<file path="src/hdl/heap_sort_engine_assert.svh">
// Assertion helpers for the heap sort engine.
`ifndef HEAP_SORT_ENGINE_ASSERT_SVH
`define HEAP_SORT_ENGINE_ASSERT_SVH

// Same-cycle implication, checked on clk, ignored while rst is high.
`define HSE_ASSERT_NOW(lbl, ante, cons, msg) \
  lbl: assert property (@(posedge clk) disable iff (rst) (ante) |-> (cons)) \
    else $error(msg);

// Next-cycle implication, checked on clk, ignored while rst is high.
`define HSE_ASSERT_NEXT(lbl, ante, cons, msg) \
  lbl: assert property (@(posedge clk) disable iff (rst) (ante) |=> (cons)) \
    else $error(msg);

`endif

</file>
<file path="src/hdl/hse_pkg.sv">
package hse_pkg;

  localparam int DEF_CAPACITY   = 64;
  localparam int DEF_KEY_WIDTH  = 32;
  localparam int PORT_KEY_WIDTH = 32;
  localparam int MODE_WIDTH     = 2;
  localparam int MODE_DESC      = 0;
  localparam int MODE_SIGNED    = 1;

  // strobe and flags of one result item handed to the output register
  typedef struct packed {
    logic load;
    logic last;
    logic overflow;
  } emit_t;

endpackage

</file>
<file path="src/hdl/hse_ram.sv">
module hse_ram #(
  parameter int WIDTH = hse_pkg::DEF_KEY_WIDTH,
  parameter int DEPTH = hse_pkg::DEF_CAPACITY
) (
  input  logic                     clk,
  input  logic                     we,
  input  logic [$clog2(DEPTH)-1:0] waddr,
  input  logic [WIDTH-1:0]         wdata,
  input  logic                     re,
  input  logic [$clog2(DEPTH)-1:0] raddr,
  output logic [WIDTH-1:0]         rdata
);

  logic [WIDTH-1:0] mem [DEPTH];

  always_ff @(posedge clk) begin
    if (we) begin
      mem[waddr] <= wdata;
    end
    if (re) begin
      rdata <= mem[raddr];
    end
  end

endmodule

</file>
<file path="src/hdl/hse_ctrl.sv">
module hse_ctrl #(
  parameter int CAPACITY  = hse_pkg::DEF_CAPACITY,
  parameter int KEY_WIDTH = hse_pkg::DEF_KEY_WIDTH
) (
  input  logic                           clk,
  input  logic                           rst,
  input  logic [hse_pkg::MODE_WIDTH-1:0] mode,
  input  logic                           in_valid,
  output logic                           in_ready,
  input  logic [KEY_WIDTH-1:0]           in_key,
  input  logic                           in_last,
  input  logic                           out_free,
  output hse_pkg::emit_t                 emit,
  output logic [KEY_WIDTH-1:0]           emit_key
);

  localparam int AW = $clog2(CAPACITY);
  localparam int CW = $clog2(CAPACITY + 1);

  typedef enum logic [9:0] {
    S_LOAD    = 10'b0000000001,
    S_FETCH   = 10'b0000000010,
    S_VLATCH  = 10'b0000000100,
    S_RD_L    = 10'b0000001000,
    S_RD_R    = 10'b0000010000,
    S_CMP     = 10'b0000100000,
    S_SWAP_RD = 10'b0001000000,
    S_SWAP    = 10'b0010000000,
    S_EMIT_RD = 10'b0100000000,
    S_EMIT_LD = 10'b1000000000
  } state_t;

  state_t                state, state_next;
  logic [CW-1:0]         count, count_next;
  logic                  dropped, dropped_next;
  logic [CW-1:0]         size, size_next;
  logic [AW-1:0]         node, node_next;
  logic [AW-1:0]         kidx, kidx_next;
  logic [AW-1:0]         eidx, eidx_next;
  logic                  sorting, sorting_next;
  logic [KEY_WIDTH-1:0]  v, v_next;
  logic [KEY_WIDTH-1:0]  lval, lval_next;
  logic [KEY_WIDTH-1:0]  top_val, top_val_next;

  logic                  we, re;
  logic [AW-1:0]         waddr, raddr;
  logic [KEY_WIDTH-1:0]  wdata, rdata;

  logic [CW:0]           left_w, right_w;
  logic                  has_left, has_right, pick_right, move_down;
  logic [KEY_WIDTH-1:0]  cval;
  logic [AW-1:0]         caddr;
  logic [CW-1:0]         cnt_inc;

  // true when x must come after y in the configured order
  function automatic logic goes_after(input logic [KEY_WIDTH-1:0] x,
                                      input logic [KEY_WIDTH-1:0] y,
                                      input logic [hse_pkg::MODE_WIDTH-1:0] m);
    logic [KEY_WIDTH-1:0] xa;
    logic [KEY_WIDTH-1:0] ya;
    xa = x;
    ya = y;
    if (m[hse_pkg::MODE_SIGNED]) begin
      xa[KEY_WIDTH-1] = ~x[KEY_WIDTH-1];
      ya[KEY_WIDTH-1] = ~y[KEY_WIDTH-1];
    end
    return m[hse_pkg::MODE_DESC] ? (xa < ya) : (xa > ya);
  endfunction

  hse_ram #(
    .WIDTH(KEY_WIDTH),
    .DEPTH(CAPACITY)
  ) u_ram (
    .clk  (clk),
    .we   (we),
    .waddr(waddr),
    .wdata(wdata),
    .re   (re),
    .raddr(raddr),
    .rdata(rdata)
  );

  assign left_w     = (CW+1)'({node, 1'b0}) + (CW+1)'(1);
  assign right_w    = left_w + (CW+1)'(1);
  assign has_left   = left_w < {1'b0, size};
  assign has_right  = right_w < {1'b0, size};
  assign pick_right = has_right && goes_after(rdata, lval, mode);
  assign cval       = pick_right ? rdata : lval;
  assign caddr      = pick_right ? right_w[AW-1:0] : left_w[AW-1:0];
  assign move_down  = goes_after(cval, v, mode);
  assign cnt_inc    = (count < CW'(CAPACITY)) ? count + CW'(1) : count;

  assign in_ready = (state == S_LOAD);
  assign emit_key = rdata;

  always_comb begin
    state_next   = state;
    count_next   = count;
    dropped_next = dropped;
    size_next    = size;
    node_next    = node;
    kidx_next    = kidx;
    eidx_next    = eidx;
    sorting_next = sorting;
    v_next       = v;
    lval_next    = lval;
    top_val_next = top_val;
    we           = 1'b0;
    waddr        = node;
    wdata        = v;
    re           = 1'b0;
    raddr        = node;
    emit         = '0;

    unique case (state)
      S_LOAD: begin
        if (in_valid) begin
          count_next = cnt_inc;
          if (count < CW'(CAPACITY)) begin
            we    = 1'b1;
            waddr = count[AW-1:0];
            wdata = in_key;
          end else begin
            dropped_next = 1'b1;
          end
          if (in_last) begin
            if (cnt_inc >= CW'(2)) begin
              size_next    = cnt_inc;
              kidx_next    = AW'((cnt_inc >> 1) - CW'(1));
              sorting_next = 1'b0;
              state_next   = S_FETCH;
            end else begin
              eidx_next  = '0;
              state_next = S_EMIT_RD;
            end
          end
        end
      end
      S_FETCH: begin
        re         = 1'b1;
        raddr      = kidx;
        node_next  = kidx;
        state_next = S_VLATCH;
      end
      S_VLATCH: begin
        v_next     = rdata;
        state_next = S_RD_L;
      end
      S_RD_L: begin
        if (has_left) begin
          re         = 1'b1;
          raddr      = left_w[AW-1:0];
          state_next = S_RD_R;
        end else begin
          we    = 1'b1;
          waddr = node;
          wdata = v;
          if (node == '0) begin
            top_val_next = v;
          end
          state_next = S_SWAP_RD;
        end
      end
      S_RD_R: begin
        lval_next = rdata;
        if (has_right) begin
          re    = 1'b1;
          raddr = right_w[AW-1:0];
        end
        state_next = S_CMP;
      end
      S_CMP: begin
        we    = 1'b1;
        waddr = node;
        if (move_down) begin
          wdata      = cval;
          node_next  = caddr;
          state_next = S_RD_L;
          if (node == '0) begin
            top_val_next = cval;
          end
        end else begin
          wdata      = v;
          state_next = S_SWAP_RD;
          if (node == '0) begin
            top_val_next = v;
          end
        end
      end
      S_SWAP_RD: begin
        re    = 1'b1;
        raddr = size[AW-1:0];
        state_next = S_SWAP;
      end
      S_SWAP: begin
        v_next     = rdata;
        we         = 1'b1;
        waddr      = size[AW-1:0];
        wdata      = top_val;
        node_next  = '0;
        state_next = S_RD_L;
      end
      S_EMIT_RD: begin
        re         = 1'b1;
        raddr      = eidx;
        state_next = S_EMIT_LD;
      end
      S_EMIT_LD: begin
        if (out_free) begin
          emit.load     = 1'b1;
          emit.last     = (CW'(eidx) + CW'(1) == count);
          emit.overflow = dropped;
          if (emit.last) begin
            count_next   = '0;
            dropped_next = 1'b0;
            state_next   = S_LOAD;
          end else begin
            eidx_next  = eidx + AW'(1);
            state_next = S_EMIT_RD;
          end
        end
      end
      default: begin
        state_next = S_LOAD;
      end
    endcase

    // one sift finished: pick the next sift, the next swap, or emission
    if (state_next == S_SWAP_RD) begin
      if (!sorting && kidx != '0) begin
        kidx_next  = kidx - AW'(1);
        state_next = S_FETCH;
      end else if (sorting && size == CW'(1)) begin
        eidx_next  = '0;
        state_next = S_EMIT_RD;
      end else begin
        sorting_next = 1'b1;
        size_next    = size - CW'(1);
      end
    end
  end

  always_ff @(posedge clk) begin
    if (rst) begin
      state   <= S_LOAD;
      count   <= '0;
      dropped <= 1'b0;
      sorting <= 1'b0;
    end else begin
      state   <= state_next;
      count   <= count_next;
      dropped <= dropped_next;
      sorting <= sorting_next;
    end
  end

  always_ff @(posedge clk) begin
    size    <= size_next;
    node    <= node_next;
    kidx    <= kidx_next;
    eidx    <= eidx_next;
    v       <= v_next;
    lval    <= lval_next;
    top_val <= top_val_next;
  end

endmodule

</file>
<file path="src/hdl/heap_sort_engine.sv">
// Channel   | Handshake                  | Payload
// ----------+----------------------------+-------------------------------
// input     | in_valid / in_ready        | key, last
// output    | out_valid / out_ready      | sorted_key, last_out, overflow
// config    | cfg_valid / cfg_ready      | order_mode
//
// Keys are taken one per cycle while loading. After the last key the set is
// heapified and sorted in place: each sift fetches the value to sink, then per
// level it descends reads left, reads right, compares and writes back, and at a
// leaf writes back. Emission reads each key, loads it into the output register
// when free; input and config are held off from the last key until the final
// result is loaded. Reset is synchronous; only written entries are read.
module heap_sort_engine #(
  parameter int CAPACITY  = hse_pkg::DEF_CAPACITY,
  parameter int KEY_WIDTH = hse_pkg::DEF_KEY_WIDTH
) (
  input  logic                                clk,
  input  logic                                rst,
  input  logic                                in_valid,
  output logic                                in_ready,
  input  logic [hse_pkg::PORT_KEY_WIDTH-1:0]  key,
  input  logic                                last,
  output logic                                out_valid,
  input  logic                                out_ready,
  output logic [hse_pkg::PORT_KEY_WIDTH-1:0]  sorted_key,
  output logic                                last_out,
  output logic                                overflow,
  input  logic                                cfg_valid,
  output logic                                cfg_ready,
  input  logic [hse_pkg::MODE_WIDTH-1:0]      order_mode
);

`include "heap_sort_engine_assert.svh"

  logic [hse_pkg::MODE_WIDTH-1:0] mode_reg;
  logic [63:0]                    key_ext;
  logic [KEY_WIDTH-1:0]           in_key;
  logic                           out_free;
  hse_pkg::emit_t                 emit;
  logic [KEY_WIDTH-1:0]           emit_key;
  logic [63:0]                    emit_ext;

  // keep only the low KEY_WIDTH bits of each key; zero-fill when wider
  assign key_ext  = 64'(key);
  assign in_key   = key_ext[KEY_WIDTH-1:0];
  assign emit_ext = 64'(emit_key);

  // take config only while keys are being taken; hold it off during sort and emission
  assign cfg_ready = in_ready;

  always_ff @(posedge clk) begin
    if (rst) begin
      mode_reg <= '0;
    end else if (cfg_valid && cfg_ready) begin
      mode_reg <= order_mode;
    end
  end

  // output register: free when empty or being drained this cycle
  assign out_free = !out_valid || out_ready;

  always_ff @(posedge clk) begin
    if (rst) begin
      out_valid <= 1'b0;
    end else if (emit.load) begin
      out_valid <= 1'b1;
    end else if (out_ready) begin
      out_valid <= 1'b0;
    end
  end

  always_ff @(posedge clk) begin
    if (emit.load) begin
      sorted_key <= emit_ext[hse_pkg::PORT_KEY_WIDTH-1:0];
      last_out   <= emit.last;
      overflow   <= emit.overflow;
    end
  end

  hse_ctrl #(
    .CAPACITY (CAPACITY),
    .KEY_WIDTH(KEY_WIDTH)
  ) u_ctrl (
    .clk     (clk),
    .rst     (rst),
    .mode    (mode_reg),
    .in_valid(in_valid),
    .in_ready(in_ready),
    .in_key  (in_key),
    .in_last (last),
    .out_free(out_free),
    .emit    (emit),
    .emit_key(emit_key)
  );

  // hold off new keys while a set is being emitted
  `HSE_ASSERT_NOW(a_load_excl, emit.load, !in_ready, "result loaded while taking keys")
  // never overwrite a result that is still waiting
  `HSE_ASSERT_NOW(a_load_free, emit.load, !out_valid || out_ready, "output overwritten")
  // the final result reopens the input
  `HSE_ASSERT_NEXT(a_reopen, emit.load && emit.last, in_ready, "input not reopened")
  // a last key closes the input for the sort
  `HSE_ASSERT_NEXT(a_close, in_valid && in_ready && last, !in_ready, "input open after last")

endmodule

</file>
<file path="config.mk">
export PLATFORM = sky130hd
export DESIGN_NAME = heap_sort_engine
export DESIGN_NICKNAME = d
export VERILOG_FILES = /design/src/hdl/hse_pkg.sv /design/src/hdl/hse_ram.sv /design/src/hdl/hse_ctrl.sv /design/src/hdl/heap_sort_engine.sv
export VERILOG_INCLUDE_DIRS = /design/src /design/src/hdl
export SDC_FILE = /design/constraint.sdc
export NUM_CORES = 2
export LEC_CHECK = 0
export ABC_AREA = 1
export BUFFER_PORTS_ARGS = -buffer_cell sky130_fd_sc_hd__buf_2
export CORE_ASPECT_RATIO = 0.6
export CORE_MARGIN = 2
export CORE_UTILIZATION = 50
export CTS_CLUSTER_DIAMETER = 100
export DETAILED_ROUTE_END_ITERATION = 7
export PLACE_DENSITY = 0.68
export SLEW_MARGIN = 10
export SYNTH_ARGS = -nofsm -noshare
export SYNTH_HDL_FRONTEND = slang
export SYNTH_SLANG_ARGS = --single-unit
</file>
<file path="constraint.sdc">
create_clock -name clk -period 6.4 [get_ports clk]
set_input_delay 1.28 -clock clk [delete_from_list [all_inputs] [get_ports clk]]
set_output_delay 1.28 -clock clk [all_outputs]
set_load 0.02 [all_outputs]
</file>
==> run summary <==
Outcome: finished clean
Worst Setup End Kind: register
Initial Util: 0.505
Cells on Worst Hold Path: 0
Placed cell count: 12200
EDFF count, synth: 2216
Int Pwr: 26.2 mW
Sequential area share after synthesis: 0.655
Final std cells w/o fill: 12600
Worst R2R Setup Slack: 0.26 ns
Prevailing post-synth register cell: edfxtp_1
Crit path from: u_ctrl.u_ram.rdata[15]
Multi-input logic area: 27900 um^2
Tmin final: 6.14 ns
Pre-antenna DRT Iters: 6
Mapped Area: 103000 um^2
PortBufs: 76
Switching Share: 0.278
Yosys cell types: 51
Crit-path slowest cell: edfxtp_1
Post-synthesis compound-gate area fraction: 0.0169
CP endpoint: u_ctrl.u_ram.mem[33][31]
Vias in the first global route: 69000
Sw power: 10.1 mW
Largest register FFs: 2048
Mapped Nets: 9717
CTS Hold Bufs: 0
GRT Total Usage: 0.317
Average size of a mapped cell: 10.7 um^2
CTS max path bufs: 4
Initial antenna violation count: 17
Worst slew pin tran: 1.31 ns
Top reg by flops: u_ctrl.u_ram.mem
Most used cell, CP: nand2_1
Max incr delay on CP: 0.41 ns
Layout cells sized above 1: 0.0955
Crit path buffers/inverters: 12
Tcrit/Tclk final: 0.960
#FFs+latches synth: 2257
Mux contribution to synthesized area: 0.0000974
R2R depth: 39
Pwr dens: 313 nW/um^2
Top post-synthesis cells by area: edfxtp_1, nand3_1, nand2_1, nand3b_1, inv_1
Die Span Y: 355 um
Max Slew Vio Count: 0
Startpoint types: register
Clk_lat worst skew: 0.87 ns
Top-count cell post-synth: edfxtp_1
CP max FO: 48
Worst EP required: 7.01 ns
Clk sinks: 2257
Gpl congestion: 1.03
Warnings from Yosys: 0
Asr flop ratio synth: 0
RR Endpoint: u_ctrl.u_ram.mem[33][31]
Adder and majority gate portion of the synthesized area: 0.0102
Register cell area after layout: 67400 um^2
Post-synth top cells: edfxtp_1, nand3_1, nand2_1
Gr ovfl total: 0
Max Fclk: 163 MHz
Clock Power Share: 0.343
Chip Width: 589 um
Leak Pwr: 45.7 nW
Critical R2R Launch: u_ctrl.u_ram.rdata[15]
ANT nets after route: 0
Final Hold Fails: 0
I/O pins: 77
Maximum VDD drop: 0.237 mV
Vias: 75500
Logic pwr share: 0.164
Maximum level of the CTS H-tree: 4
Setup TNS: 0 ns
Rows: 128
Post-Synthesis Cells: 9593
CTS buffer count: 209
CP Depth: 39
Clock transition at the registers of the reported paths: 0.07 ns
Final net count: 9855
First-pass GRT wire length: 486 mm
Pin count of the biggest net entering global routing: 176
Largest family of logic cells by synthesized area: simple AND/OR/NAND/NOR gates
Sequential Power Share: 0.493
CTS tree: built
Post-synthesis xor/xnor area fraction: 0.00204
DRC violations left: 0
Vias/cell: 5.98
Clock root cell: clkbuf_16
Type of the worst min-delay path: register to register
Post-synth top area share: 0.647
CP arrival: 6.76 ns
RSZ-0062 raised after global routing: false
Clk_skew: 0.0707 ns
DP HPWL: 197 mm
Setup violations, final: 0
Area leader, netlist: edfxtp_1
CP top delay family: simple AND/OR/NAND/NOR gates
Starting DRT DRC Count: 12700
Area growth, synth to finish: 12.9%
Core area: 204000 um^2
Simple-gate share of the synthesized area: 0.235
Die Area: 209000 um^2
Max Cap Viol: 0
Total routed wirelength: 339 mm
Critical path class: register to register
Slew Limit Headroom: 0.127
Routed wire per std cell: 26.9 um
Fillcell total: 16600
kinds of logic (layout without fill, tap and decap cells):
logic type                 after synthesis  count (layout)
other                                    0               2
buffers and inverters                 2032            2330
and+or+nand+nor                       4887            4887
muxes                                    1               1
adders and majority gates               84              84
DFF                                   2257            2257
AOI/OAI and AO/OA                      308             308
xor gates and xnor gates                24              24
worst min-delay path by stage:
stage                           startpoint              to
floorplan                   u_ctrl.sorting  u_ctrl.sorting
global placement    u_ctrl.u_ram.rdata[31]    u_ctrl.v[31]
detailed placement  u_ctrl.u_ram.rdata[31]    u_ctrl.v[31]
CTS                 u_ctrl.u_ram.rdata[31]    u_ctrl.v[31]
global route        u_ctrl.u_ram.rdata[31]    u_ctrl.v[31]
finish              u_ctrl.u_ram.rdata[31]    u_ctrl.v[31]
cell usage in the layout, fill, tap and decap left out, types with 32 or more instances in the layout:
cell and instances:
nand3b_1 736, clkinv_1 49, clkbuf_16 222, inv_1 1430, ha_1 84, o21ai_0 161, buf_12 122, nor2_4 65
a21oi_1 61, nand3_1 2184, clkbuf_1 32, dfxtp_1 41, buf_4 312, edfxtp_1 2216, nor2_1 99, clkinv_2 43
nand2_1 1709, buf_2 76
metal layers:
metal | wire length [um] | track usage | part of all wire
met5 | 91 | 0 | 0.00027
met4 | 10200 | 0.0891 | 0.030
met3 | 48800 | 0.0818 | 0.14
met2 | 135000 | 0.425 | 0.40
met1 | 145000 | 0.501 | 0.43
power groups by stage:
stage,combinational (mW),sequential [mW],clock [mW]
3_3_place_gp,5.60,18.2,0
6_report,5.96,17.9,12.5
4_1_cts,5.68,17.9,12.5
3_5_place_dp,5.65,18.2,0
2_1_floorplan,2.78,18.3,0
5_1_grt,6.29,17.9,13.1
repair_timing:
item / 4_1_cts / 5_1_grt
resized for setup: 0 / 9
setup endpoints to repair: 0 / 2136
buffers inserted: 0 / 8
through the flow:
| step | hold slack [ns] | power, mW | utilization | area, um^2 | setup WS, ns |
|---|---|---|---|---|---|
| final | 0.518 | 36.3 | 0.570 | 116000 | 0.257 |
| after global routing | 0.559 | 37.3 | 0.570 | 116000 | 0.00865 |
| after floorplan | 0.459 | 21.0 | - | 103000 | 0.232 |
| after CTS | 0.514 | 36.1 | 0.569 | 116000 | 0.0701 |
| after detailed placement | 0.497 | 23.9 | 0.537 | 109000 | 0.149 |
| after global placement | 0.489 | 23.8 | 0.537 | 109000 | 0.0651 |
area by class of cell:
| type | count | area share |
|---|---|---|
| antenna | 2 | 0.0000431 |
| multi-input combinational | 5304 | 0.241 |
| sequential | 2257 | 0.580 |
| clock buffer | 248 | 0.0475 |
| clock inverter | 123 | 0.00919 |
| inverter | 1440 | 0.0467 |
| timing repair buffer | 519 | 0.0462 |
| tap | 2730 | 0.0294 |
No activity file was read; power rests on OpenSTA's default activity.
